$ cat config.mk
export PLATFORM = sky130hd
export DESIGN_NAME = counter_rate_accumulator_unit
export DESIGN_NICKNAME = d
export VERILOG_FILES = /design/src/rtl/crau_pkg.sv /design/src/rtl/crau_front.sv /design/src/rtl/crau_queue.sv /design/src/rtl/crau_back.sv /design/src/rtl/counter_rate_accumulator_unit.sv
export SDC_FILE = /design/constraint.sdc
export NUM_CORES = 2
export LEC_CHECK = 0
export BUFFER_PORTS_ARGS = -buffer_cell sky130_fd_sc_hd__buf_2
export CAP_MARGIN = 0
export CORE_MARGIN = 2
export CORE_UTILIZATION = 65
export DETAILED_ROUTE_END_ITERATION = 8
export PLACE_DENSITY = 0.87
export RECOVER_POWER = 25
export SLEW_MARGIN = 20
export SYNTH_ARGS = -nofsm -noshare
export SYNTH_HDL_FRONTEND = slang
export SYNTH_SLANG_ARGS = --single-unit
$ cat constraint.sdc
create_clock -name clk -period 24.6 [get_ports clk]
set_clock_uncertainty 0.05 [all_clocks]
set_input_delay 7.38 -clock clk [delete_from_list [all_inputs] [get_ports clk]]
set_output_delay 7.38 -clock clk [all_outputs]
set_load 0.02 [all_outputs]
$ cat src/rtl/crau_pkg.sv
// ----------------------------------------------------------------------------
// crau_pkg
// Shared widths, register indexes, job type and back-end states of the
// counter rate accumulator.
// ----------------------------------------------------------------------------
package crau_pkg;

  localparam int TIME_W    = 48;
  localparam int VALUE_W   = 48;
  localparam int DELTA_W   = VALUE_W + 1;
  localparam int MAG_W     = 64;
  localparam int MS_W      = 10;
  localparam int PROD_W    = MAG_W + MS_W;
  localparam int HI_W      = PROD_W - VALUE_W;
  localparam int CNT_W     = 6;
  localparam int MS_PER_S  = 1000;
  localparam int CFG_IDX_W = 2;
  localparam int IN_DATA_W = TIME_W + VALUE_W;
  localparam int OUT_USER_W = 2;
  localparam int Q_DEPTH   = 2;
  localparam int Q_PTR_W   = 1;
  localparam int Q_CNT_W   = 2;

  localparam logic [CFG_IDX_W-1:0] CFG_COUNTER_MODE   = 2'd0;
  localparam logic [CFG_IDX_W-1:0] CFG_DIVIDE_BY_TIME = 2'd1;
  localparam logic [CFG_IDX_W-1:0] CFG_INSTANT_MODE   = 2'd2;

  localparam logic [MAG_W-1:0] POS_LIMIT = (MAG_W'(1) << (VALUE_W - 1)) - MAG_W'(1);
  localparam logic [MAG_W-1:0] NEG_LIMIT = MAG_W'(1) << (VALUE_W - 1);
  localparam logic [MAG_W-1:0] QUOT_CAP  = MAG_W'(1) << VALUE_W;

  typedef struct packed {
    logic [MAG_W-1:0]  inc;
    logic [TIME_W-1:0] span;
    logic              use_div;
    logic              degen;
  } job_t;

  typedef enum logic [2:0] {
    B_IDLE,
    B_ABS,
    B_MUL,
    B_CHK,
    B_DIV,
    B_FIN
  } back_state_t;

endpackage

$ cat src/rtl/crau_front.sv
// ----------------------------------------------------------------------------
// crau_front
// Takes samples, keeps the series state and turns the last sample of a
// series into a job for the back end.
// ----------------------------------------------------------------------------
module crau_front import crau_pkg::*; (
  input  logic                 clk,
  input  logic                 rst_n,
  input  logic                 s_valid,
  output logic                 s_ready,
  input  logic [TIME_W-1:0]    timestamp_ms,
  input  logic [VALUE_W-1:0]   sample_value,
  input  logic                 last_of_series,
  input  logic                 cfg_we,
  input  logic [CFG_IDX_W-1:0] cfg_index,
  input  logic                 cfg_wdata,
  input  logic                 q_full,
  output logic                 q_push,
  output job_t                 q_wdata
);

  logic               counter_mode_r;
  logic               divide_by_time_r;
  logic               instant_mode_r;
  logic               have_r;
  logic               have_nxt;
  logic [TIME_W-1:0]  first_time_r;
  logic [TIME_W-1:0]  prev_time_r;
  logic [VALUE_W-1:0] first_value_r;
  logic [VALUE_W-1:0] prev_value_r;
  logic [MAG_W-1:0]   run_inc_r;
  logic [MAG_W-1:0]   run_inc_nxt;

  logic               accept;
  logic               v_lt_prev;
  logic [DELTA_W-1:0] v_ext;
  logic [DELTA_W-1:0] step_diff;
  logic [DELTA_W-1:0] step_d;
  logic [MAG_W-1:0]   step_d64;
  logic [MAG_W-1:0]   sum;
  logic               ovf_pos;
  logic               ovf_neg;
  logic [DELTA_W-1:0] gauge_d;

  assign s_ready = !q_full;
  assign accept  = s_valid && !q_full;
  assign q_push  = accept && last_of_series;

  // counter step: a drop counts as a reset to zero
  assign v_lt_prev = $signed(sample_value) < $signed(prev_value_r);
  assign v_ext     = {sample_value[VALUE_W-1], sample_value};
  assign step_diff = v_ext - {prev_value_r[VALUE_W-1], prev_value_r};
  assign step_d    = v_lt_prev ? v_ext : step_diff;
  assign step_d64  = {{(MAG_W-DELTA_W){step_d[DELTA_W-1]}}, step_d};
  assign gauge_d   = v_ext - {first_value_r[VALUE_W-1], first_value_r};

  assign sum     = run_inc_r + step_d64;
  assign ovf_pos = !run_inc_r[MAG_W-1] && !step_d64[MAG_W-1] && sum[MAG_W-1];
  assign ovf_neg = run_inc_r[MAG_W-1] && step_d64[MAG_W-1] && !sum[MAG_W-1];

  always_comb begin
    if (!have_r) begin
      run_inc_nxt = '0;
    end else if (ovf_pos) begin
      run_inc_nxt = {1'b0, {(MAG_W-1){1'b1}}};
    end else if (ovf_neg) begin
      run_inc_nxt = {1'b1, {(MAG_W-1){1'b0}}};
    end else begin
      run_inc_nxt = sum;
    end
  end

  always_comb begin
    if (instant_mode_r) begin
      q_wdata.inc     = step_d64;
      q_wdata.span    = timestamp_ms - prev_time_r;
      q_wdata.use_div = 1'b1;
      q_wdata.degen   = !have_r || (timestamp_ms <= prev_time_r);
    end else begin
      q_wdata.inc     = counter_mode_r ? run_inc_nxt
                                       : {{(MAG_W-DELTA_W){gauge_d[DELTA_W-1]}}, gauge_d};
      q_wdata.span    = timestamp_ms - first_time_r;
      q_wdata.use_div = divide_by_time_r;
      q_wdata.degen   = !have_r || (timestamp_ms <= first_time_r);
    end
  end

  assign have_nxt = accept ? !last_of_series : have_r;

  always_ff @(posedge clk) begin
    if (!rst_n) begin
      have_r           <= 1'b0;
      counter_mode_r   <= 1'b1;
      divide_by_time_r <= 1'b1;
      instant_mode_r   <= 1'b0;
    end else begin
      have_r <= have_nxt;
      if (cfg_we) begin
        case (cfg_index)
          CFG_COUNTER_MODE:   counter_mode_r   <= cfg_wdata;
          CFG_DIVIDE_BY_TIME: divide_by_time_r <= cfg_wdata;
          CFG_INSTANT_MODE:   instant_mode_r   <= cfg_wdata;
          default: ;
        endcase
      end
    end
  end

  always_ff @(posedge clk) begin
    if (accept) begin
      if (!have_r) begin
        first_time_r  <= timestamp_ms;
        first_value_r <= sample_value;
      end
      prev_time_r  <= timestamp_ms;
      prev_value_r <= sample_value;
      run_inc_r    <= run_inc_nxt;
    end
  end

endmodule

$ cat src/rtl/crau_queue.sv
// ----------------------------------------------------------------------------
// crau_queue
// Two-entry job queue between the front and the back end.
// ----------------------------------------------------------------------------
module crau_queue import crau_pkg::*; (
  input  logic clk,
  input  logic rst_n,
  input  logic push,
  input  job_t wdata,
  input  logic pop,
  output job_t rdata,
  output logic full,
  output logic empty
);

  job_t               mem_r [Q_DEPTH];
  logic [Q_PTR_W-1:0] wr_ptr_r;
  logic [Q_PTR_W-1:0] rd_ptr_r;
  logic [Q_CNT_W-1:0] count_r;
  logic [Q_CNT_W-1:0] count_nxt;

  assign full  = count_r == Q_CNT_W'(Q_DEPTH);
  assign empty = count_r == '0;
  assign rdata = mem_r[rd_ptr_r];

  always_comb begin
    count_nxt = count_r;
    if (push && !pop) begin
      count_nxt = count_r + Q_CNT_W'(1);
    end else if (pop && !push) begin
      count_nxt = count_r - Q_CNT_W'(1);
    end
  end

  always_ff @(posedge clk) begin
    if (!rst_n) begin
      wr_ptr_r <= '0;
      rd_ptr_r <= '0;
      count_r  <= '0;
    end else begin
      count_r <= count_nxt;
      if (push) begin
        wr_ptr_r <= wr_ptr_r + Q_PTR_W'(1);
      end
      if (pop) begin
        rd_ptr_r <= rd_ptr_r + Q_PTR_W'(1);
      end
    end
  end

  always_ff @(posedge clk) begin
    if (push) begin
      mem_r[wr_ptr_r] <= wdata;
    end
  end

endmodule

$ cat src/rtl/crau_back.sv
// ----------------------------------------------------------------------------
// crau_back
// Carries out one job: magnitude, then, when dividing, scaling by 1000 and
// bit-serial division by the span, then clamping and the output register.
// ----------------------------------------------------------------------------
module crau_back import crau_pkg::*; (
  input  logic               clk,
  input  logic               rst_n,
  input  logic               q_empty,
  input  job_t               q_rdata,
  output logic               q_pop,
  output logic               m_valid,
  input  logic               m_ready,
  output logic [VALUE_W-1:0] rate_value,
  output logic               degenerate,
  output logic               saturated
);

  back_state_t        state_r;
  back_state_t        state_nxt;
  job_t               job_r;
  logic               neg_r;
  logic [MAG_W-1:0]   mag_r;
  logic [PROD_W-1:0]  prod_r;
  logic [TIME_W-1:0]  rem_r;
  logic [VALUE_W-1:0] quot_r;
  logic [CNT_W-1:0]   cnt_r;
  logic               out_valid_r;
  logic [VALUE_W-1:0] result_r;
  logic               degen_r;
  logic               sat_r;

  logic               out_free;
  logic               out_load;
  logic [HI_W-1:0]    prod_hi;
  logic               quot_ovf;
  logic               div_last;
  logic [TIME_W:0]    rem_sh;
  logic [TIME_W:0]    rem_diff;
  logic               q_bit;
  logic [TIME_W-1:0]  rem_nxt;
  logic [VALUE_W-1:0] quot_nxt;
  logic [MAG_W-1:0]   mag_neg;
  logic [VALUE_W-1:0] res_val;
  logic               res_degen;
  logic               res_sat;

  assign out_free = !out_valid_r || m_ready;
  assign prod_hi  = prod_r[PROD_W-1:VALUE_W];
  assign quot_ovf = {{(TIME_W-HI_W){1'b0}}, prod_hi} >= job_r.span;
  assign div_last = cnt_r == CNT_W'(VALUE_W - 1);

  // restoring division, one quotient bit per cycle
  assign rem_sh   = {rem_r, quot_r[VALUE_W-1]};
  assign rem_diff = rem_sh - {1'b0, job_r.span};
  assign q_bit    = !rem_diff[TIME_W];
  assign rem_nxt  = q_bit ? rem_diff[TIME_W-1:0] : rem_sh[TIME_W-1:0];
  assign quot_nxt = {quot_r[VALUE_W-2:0], q_bit};

  assign mag_neg = MAG_W'(0) - mag_r;

  always_comb begin
    res_val   = '0;
    res_degen = 1'b0;
    res_sat   = 1'b0;
    if (job_r.degen) begin
      res_degen = 1'b1;
    end else if (neg_r) begin
      if (mag_r > NEG_LIMIT) begin
        res_sat = 1'b1;
        res_val = NEG_LIMIT[VALUE_W-1:0];
      end else begin
        res_val = mag_neg[VALUE_W-1:0];
      end
    end else if (mag_r > POS_LIMIT) begin
      res_sat = 1'b1;
      res_val = POS_LIMIT[VALUE_W-1:0];
    end else begin
      res_val = mag_r[VALUE_W-1:0];
    end
  end

  always_comb begin
    state_nxt = state_r;
    case (state_r)
      B_IDLE: begin
        if (!q_empty) begin
          state_nxt = B_ABS;
        end
      end
      B_ABS: begin
        state_nxt = (job_r.degen || !job_r.use_div) ? B_FIN : B_MUL;
      end
      B_MUL: state_nxt = B_CHK;
      B_CHK: state_nxt = quot_ovf ? B_FIN : B_DIV;
      B_DIV: begin
        if (div_last) begin
          state_nxt = B_FIN;
        end
      end
      B_FIN: begin
        if (out_free) begin
          state_nxt = B_IDLE;
        end
      end
      default: state_nxt = B_IDLE;
    endcase
  end

  always_comb begin
    q_pop    = 1'b0;
    out_load = 1'b0;
    case (state_r)
      B_IDLE:  q_pop    = !q_empty;
      B_FIN:   out_load = out_free;
      default: ;
    endcase
  end

  always_ff @(posedge clk) begin
    if (!rst_n) begin
      state_r     <= B_IDLE;
      out_valid_r <= 1'b0;
    end else begin
      state_r <= state_nxt;
      if (out_load) begin
        out_valid_r <= 1'b1;
      end else if (m_ready) begin
        out_valid_r <= 1'b0;
      end
    end
  end

  always_ff @(posedge clk) begin
    if (q_pop) begin
      job_r <= q_rdata;
    end
    case (state_r)
      B_ABS: begin
        neg_r <= job_r.inc[MAG_W-1];
        mag_r <= job_r.inc[MAG_W-1] ? (MAG_W'(0) - job_r.inc) : job_r.inc;
      end
      B_MUL: prod_r <= {{MS_W{1'b0}}, mag_r} * PROD_W'(MS_PER_S);
      B_CHK: begin
        if (quot_ovf) begin
          mag_r <= QUOT_CAP;
        end
        rem_r  <= {{(TIME_W-HI_W){1'b0}}, prod_hi};
        quot_r <= prod_r[VALUE_W-1:0];
        cnt_r  <= '0;
      end
      B_DIV: begin
        rem_r  <= rem_nxt;
        quot_r <= quot_nxt;
        cnt_r  <= cnt_r + CNT_W'(1);
        mag_r  <= {{(MAG_W-VALUE_W){1'b0}}, quot_nxt};
      end
      default: ;
    endcase
    if (out_load) begin
      result_r <= res_val;
      degen_r  <= res_degen;
      sat_r    <= res_sat;
    end
  end

  assign m_valid    = out_valid_r;
  assign rate_value = result_r;
  assign degenerate = degen_r;
  assign saturated  = sat_r;

endmodule

$ cat src/rtl/counter_rate_accumulator_unit.sv
// ----------------------------------------------------------------------------
// counter_rate_accumulator_unit
// Increase or per-second rate of a sample series with counter reset handling.
// ----------------------------------------------------------------------------
// Samples of one series arrive on the in_ stream, oldest first, one transfer
// per cycle while the job queue has room; in_tlast marks the last sample of a
// series. Each series gives one transfer on the out_ stream: the increase or
// rate, a degenerate flag and a saturated flag. Mode registers are to be
// written on the cfg_ port only while idle; the block itself does not enforce
// this. They are read at the last sample. Samples are taken every cycle while
// the two-entry job queue has room. The last sample becomes a job; the back
// end runs it through B_ABS and B_FIN without division, through B_ABS, B_MUL,
// B_CHK and B_FIN when the quotient overflows, and with division also through
// the 48-step bit-serial divider in B_DIV. It takes the next job only after
// loading its result; short series stall in_tready once two jobs are queued.
// Reset sets counter_mode and divide_by_time to 1, instant_mode to 0, and
// empties the series state, the queue and the output register.
// When the receiver stalls, the result holds in the output register, the back
// end waits with the next result, and then the queue fills and stops input.
// ----------------------------------------------------------------------------
module counter_rate_accumulator_unit import crau_pkg::*; (
  input  logic                  clk,
  input  logic                  rst_n,
  input  logic                  in_tvalid,
  output logic                  in_tready,
  input  logic [IN_DATA_W-1:0]  in_tdata,   // timestamp_ms, sample_value
  input  logic                  in_tlast,
  output logic                  out_tvalid,
  input  logic                  out_tready,
  output logic [VALUE_W-1:0]    out_tdata,  // rate_value
  output logic [OUT_USER_W-1:0] out_tuser,  // degenerate, saturated
  input  logic                  cfg_we,
  input  logic [CFG_IDX_W-1:0]  cfg_index,
  input  logic                  cfg_wdata
);

  logic q_push;
  logic q_pop;
  logic q_full;
  logic q_empty;
  job_t q_wdata;
  job_t q_rdata;
  logic degenerate;
  logic saturated;

  crau_front u_front (
    .clk            (clk),
    .rst_n          (rst_n),
    .s_valid        (in_tvalid),
    .s_ready        (in_tready),
    .timestamp_ms   (in_tdata[TIME_W-1:0]),
    .sample_value   (in_tdata[TIME_W +: VALUE_W]),
    .last_of_series (in_tlast),
    .cfg_we         (cfg_we),
    .cfg_index      (cfg_index),
    .cfg_wdata      (cfg_wdata),
    .q_full         (q_full),
    .q_push         (q_push),
    .q_wdata        (q_wdata)
  );

  crau_queue u_queue (
    .clk   (clk),
    .rst_n (rst_n),
    .push  (q_push),
    .wdata (q_wdata),
    .pop   (q_pop),
    .rdata (q_rdata),
    .full  (q_full),
    .empty (q_empty)
  );

  crau_back u_back (
    .clk        (clk),
    .rst_n      (rst_n),
    .q_empty    (q_empty),
    .q_rdata    (q_rdata),
    .q_pop      (q_pop),
    .m_valid    (out_tvalid),
    .m_ready    (out_tready),
    .rate_value (out_tdata),
    .degenerate (degenerate),
    .saturated  (saturated)
  );

  assign out_tuser = {saturated, degenerate};

  a_push_not_full: assert property (@(posedge clk) disable iff (!rst_n)
    q_push |-> !q_full)
    else $error("job pushed into a full queue");

  a_degen_zero: assert property (@(posedge clk) disable iff (!rst_n)
    out_tvalid && out_tuser[0] |-> out_tdata == '0 && !out_tuser[1])
    else $error("degenerate result not zero");

  a_sat_limit: assert property (@(posedge clk) disable iff (!rst_n)
    out_tvalid && out_tuser[1] |->
      out_tdata == POS_LIMIT[VALUE_W-1:0] || out_tdata == NEG_LIMIT[VALUE_W-1:0])
    else $error("saturated result not at a limit");

  a_pop_nonempty: assert property (@(posedge clk) disable iff (!rst_n)
    q_pop |-> !q_empty)
    else $error("job popped from an empty queue");

endmodule

# Word-level counts from Yosys, hierarchy flattened
# Memory sizes are Yosys's and may differ from the RTL's. A register that Yosys moved wholly into a read port is not among the register bits.
# Index checks and enable logic that the tools add are counted.
dict set report op_classes {
  addsub 13
  multipliers 1
  order_cmp 6
  eq_ne 13
  n_mux 34
  bitwise 1
  reduce_logical 37
}
# op n
set op_table {}
lappend op_table {{$mux W64} 6}
lappend op_table {{$mux W48} 4}
lappend op_table {{$pmux W48 S2} 2}
lappend op_table {{$pmux W64 S3} 1}
lappend op_table {{$mux W114} 1}
lappend op_table {{$sub A48 B48 Y49} 2}
lappend op_table {{$le A48 B48 Y1} 2}
lappend op_table {{$sub A48 B48 Y48} 2}
lappend op_table {{$mul A64 B7 Y71 const B} 1}
lappend op_table {{$add A64 B64 Y64} 1}
lappend op_table {{$gt A64 B47 Y1 const B} 1}
lappend op_table {{$gt A64 B48 Y1 const B} 1}
lappend op_table {{$sub A1 B64 Y64 const A} 1}
lappend op_table {{$mux W49} 1}
lappend op_table {{$sub A49 B48 Y49} 1}
lappend op_table {{$ge A26 B48 Y1} 1}
lappend op_table {{$lt A48 B48 Y1} 1}
lappend op_table {{$sub A1 B48 Y48 const A} 1}
lappend op_table {{$pmux W3 S6} 1}
lappend op_table {{$logic_not A1 Y1} 12}
lappend op_table {{$mux W3} 4}
lappend op_table {{$pmux W6 S2} 1}
lappend op_table {{$mux W1} 11}
lappend op_table {{$reduce_and A2 Y1} 5}
lappend op_table {{other kinds (21)} 41}
dict set report totals {
  regBits 556
  ram_bits 228
  in_bits 105
  output_inout_bits 52
  elab_cells 129
  mem_count 1
}
# memory depth width rd rd_clocked_by_memory_dff wr line
set memory_table {}
lappend memory_table {u_queue.mem_r 2 114 1 1 1 crau_queue.sv:16} ;# job_t mem_r [Q_DEPTH];

# Longest topological paths before layout
dict set report depth {
  word_depth 10
  depth_mapped 29
  ltp_nobuf 27
}

# Cells and area by module
# Synthesis repeated with hierarchy kept, for this count alone.
dict set report hier_totals {
  cells_unflattened 6432
  hier_area_um2 65970.8
}
# mod instances cells_per_inst area_per_inst_um2 seq_area_each_um2
set modules_own_cells {}
lappend modules_own_cells {crau_back 1 3046 32128.3 12151.7}
lappend modules_own_cells {crau_front 1 3007 25136.6 7767.4}
lappend modules_own_cells {crau_queue 1 377 8690.8 6946.7}
lappend modules_own_cells {counter_rate_accumulator_unit 1 2 15.0 0.0}

# Worst setup path after synthesis
# Ideal clock, no wire load.
dict set report synth_path {
  path_kind {input port to flip-flop}
  from {in in_tvalid}
  to {mem u_queue.mem_r[0][0] (netlist name), enable pin}
  setup_ps 589
  t_arrival_ps 16400
  t_required_ps 23961
  slack_ps 7561
  stages 3
  n_path_buf 0
  path_cell_list {and2_1 -> nand2_1 -> nor2_1}
}
dict set report synth_via {
  elab_chain_cells 4
}
# item line
set synth_lines {}
lappend synth_lines {{start, declared} counter_rate_accumulator_unit.sv:24} ;# input logic in_tvalid,
lappend synth_lines {{$logic_and A1 B1 Y1} crau_front.sv:46} ;# assign accept = s_valid && !q_full;
lappend synth_lines {{$logic_and A1 B1 Y1} crau_front.sv:47} ;# assign q_push = accept && last_of_series;
lappend synth_lines {{$mux W1} crau_queue.sv:52} ;# if (push) begin
lappend synth_lines {{$mux W1 (implied by the code)} crau_queue.sv:53} ;# mem_r[wr_ptr_r] <= wdata;
lappend synth_lines {{end, declared} crau_queue.sv:16}
# No other way between the ends.

==> flow_metrics.tcl <==
set metrics [dict create \
    outcome "finished with violations" \
    violations "capacitance limit, slew limit" \
    path_max_fanout 45 \
    port_buffers 156 \
    synthCells 6312 \
    synth_top_cells_by_count "edfxtp_1 (886), nand2_1 (577), ha_1 (545)" \
    boundaryPins 157 \
    path_buf_inv 5 \
    cts_max_level 3 \
    first_global_vias 48700 \
    reg2regPathDepth 5 \
    mappedNetlistNets 7214 \
    avgSynthCellArea_um2 10.4 \
    cts_tree "yes" \
    yosysWarnings 0 \
    hpwl_mm 125 \
    fin_util 0.705 \
    yosysTopAreaCell "edfxtp_1" \
    track_usage 0.321 \
    timing.final.crit_share 0.603 \
    final-max-slew-violation-count 734 \
    drive_above_1_share 0.0744 \
    synth_edf_count 886 \
    die_x_um 322 \
    nNetsFinal 7273 \
    fp-row-count 116 \
    dp.cells 7570 \
    globalplace.congestion 0.964 \
    min_path_type "reg -> reg" \
    synth.lib_cells_used.distinct 97 \
    antenna_found_initial 9 \
    slew_headroom -1.90 \
    fin_setup_tns_ns 0 \
    layout.cells.non_filler 7750 \
    vias 50100 \
    postCtsSetupRepairBufs 0 \
    seq_area_frac_synth 0.410 \
    worstPathRequired_ns 24.97 \
    cts_root_buf "clkbuf_16" \
    slowest_stage "nor3b_1" \
    clkSinkCount 898 \
    drtAntennaViolNets 0 \
    core_um2 100000 \
    rsz0062_at_grt "no" \
    cap_violations 12 \
    syn2layout_area_growth_pct 7.54 \
    grt_first_pass_wirelength_mm 263 \
    clock_latency_ns 0.68 \
    cts.clk_slew.worst_paths_ns 0.06 \
    end_kind "flip-flop" \
    ys_top_cells_by_area "edfxtp_1 (41%), ha_1 (10%), fa_1 (7.7%)" \
    avgRoutedWirePerCell_um 21.5 \
    path_class "in -> reg" \
    clock_path_buffers 3 \
    synth_area_um2 65500 \
    totalWireLength_mm 167 \
    synth_top_area_share 0.406 \
    post-route-min-period_ns 14.83 \
    grt_max_degree 102 \
    viasPerCell 6.47 \
    worst_pin_slew_ns 4.35 \
    drc_errors 0 \
    synthArstFlopShare 0 \
    start_util 0.655 \
    crit_family "simple AND/OR/NAND/NOR gates" \
    ys_ff_latch 898 \
    dr.pass1.iters 7 \
    synthFlopType "edfxtp_1" \
    die_h_um 322 \
    max_stage_delay_ns 0.71 \
    setup_violations 0 \
    holdPathStages 2 \
    overflow 0 \
    start_kind "input pin" \
    drt_iter0_drc 5495 \
    finalHoldViolCount 0 \
    die_area_um2 103000 \
    hold_buffers 0 \
    fmax_mhz 67.4 \
    cp.depth 26 \
    cts_resized 0 \
    arrival_ns 15.20 \
    numCtsBuffers 95 \
    synth_most_common_cell "edfxtp_1" \
]
==> cells in the final DEF, fill, tap and decap left out, types with 102 or more instances in the layout <==
cell type  instances
xnor2_1          195
a21o_1           253
buf_2            156
o21ai_0          453
inv_1            447
a21oi_1          484
xor2_1           193
nand2_1          577
nor2_1           330
o21a_1           102
nand3_1          125
edfxtp_1         886
ha_1             545
fa_1             252
==> registers in the layout, indices dropped and copies added (netlist names), 2 cells and up <==
signal / cells
u_front.run_inc_r: 64
u_back.rem_r: 48
u_front.prev_time_r: 48
u_back.quot_r: 48
u_back.job_r: 114
u_back.cnt_r: 6
u_queue.count_r: 2
u_back.rate_value: 48
u_queue.mem_r: 228
u_back.mag_r: 64
u_front.first_value_r: 48
u_back.state_r: 3
u_front.prev_value_r: 48
u_front.first_time_r: 48
u_back.prod_r: 71
==> logic make-up after synthesis <==
group,Yosys count,synth area share
buffers and inverters,678,0.0396
multiplexers,195,0.0324
flip-flops,898,0.410
AO/OA/AOI/OAI,1800,0.172
AND/OR/NAND/NOR,1556,0.113
adder cells (fa/ha/maj),797,0.181
XOR/XNOR,388,0.0519
==> tightest hold or removal path, cell delays in order, from the launching register on <==
cell and delay (ns):
dfxtp_1 0.33, mux2i_1 0.07, nand2_1 0.06
==> cell type report <==
| cell class | count | area [µm²] |
|---|---|---|
| Antenna cell | 4 | 10.0 |
| Clock buffer | 110 | 2430 |
| Clock inverter | 64 | 691 |
| Fill cell | 7071 | 29500 |
| Inverter | 448 | 1680 |
| Multi-Input combinational cell | 4736 | 36100 |
| Sequential cell | 898 | 26800 |
| Tap cell | 1298 | 1620 |
| Timing Repair Buffer | 192 | 1050 |
==> final timing paths <==
path / start / end / slack [ns]
worst min register to register: u_front.divide_by_time_r$_SDFFE_PN1P_ / u_front.divide_by_time_r$_SDFFE_PN1P_ / 0.44
worst max register to register: u_back.state_r[2]$_SDFFE_PN0P_ / u_back.mag_r[28]$_DFFE_PP_ / 15.63
worst max-delay path: in_tdata[48] / u_queue.mem_r[0][97]$_DFFE_PP_ / 9.77
worst min-delay path: u_front.divide_by_time_r$_SDFFE_PN1P_ / u_front.divide_by_time_r$_SDFFE_PN1P_ / 0.44
==> per-stage QoR <==
step	worst slack [ns]	area [µm²]	hold WS, ns
6_report	9.77	70500	0.442
5_1_grt	9.55	70500	0.480
4_1_cts	10.09	70500	0.440
3_5_place_dp	9.42	67400	0.422
3_3_place_gp	9.58	67400	0.411
2_1_floorplan	7.56	65500	0.374
==> metal layers <==
layer / vias up / global-route usage / part of all wire
met2: 2499 / 0.502 / 0.45
met5: - / 0 / 0.00016
met1: 24100 / 0.463 / 0.42
met4: 4 / 0.0984 / 0.033
li1: 23200 / - / -
met3: 365 / 0.0514 / 0.092
Power is left out: the tool's default activity adds up to more than one toggle a clock period on the data nets, which glitch-free logic cannot reach.
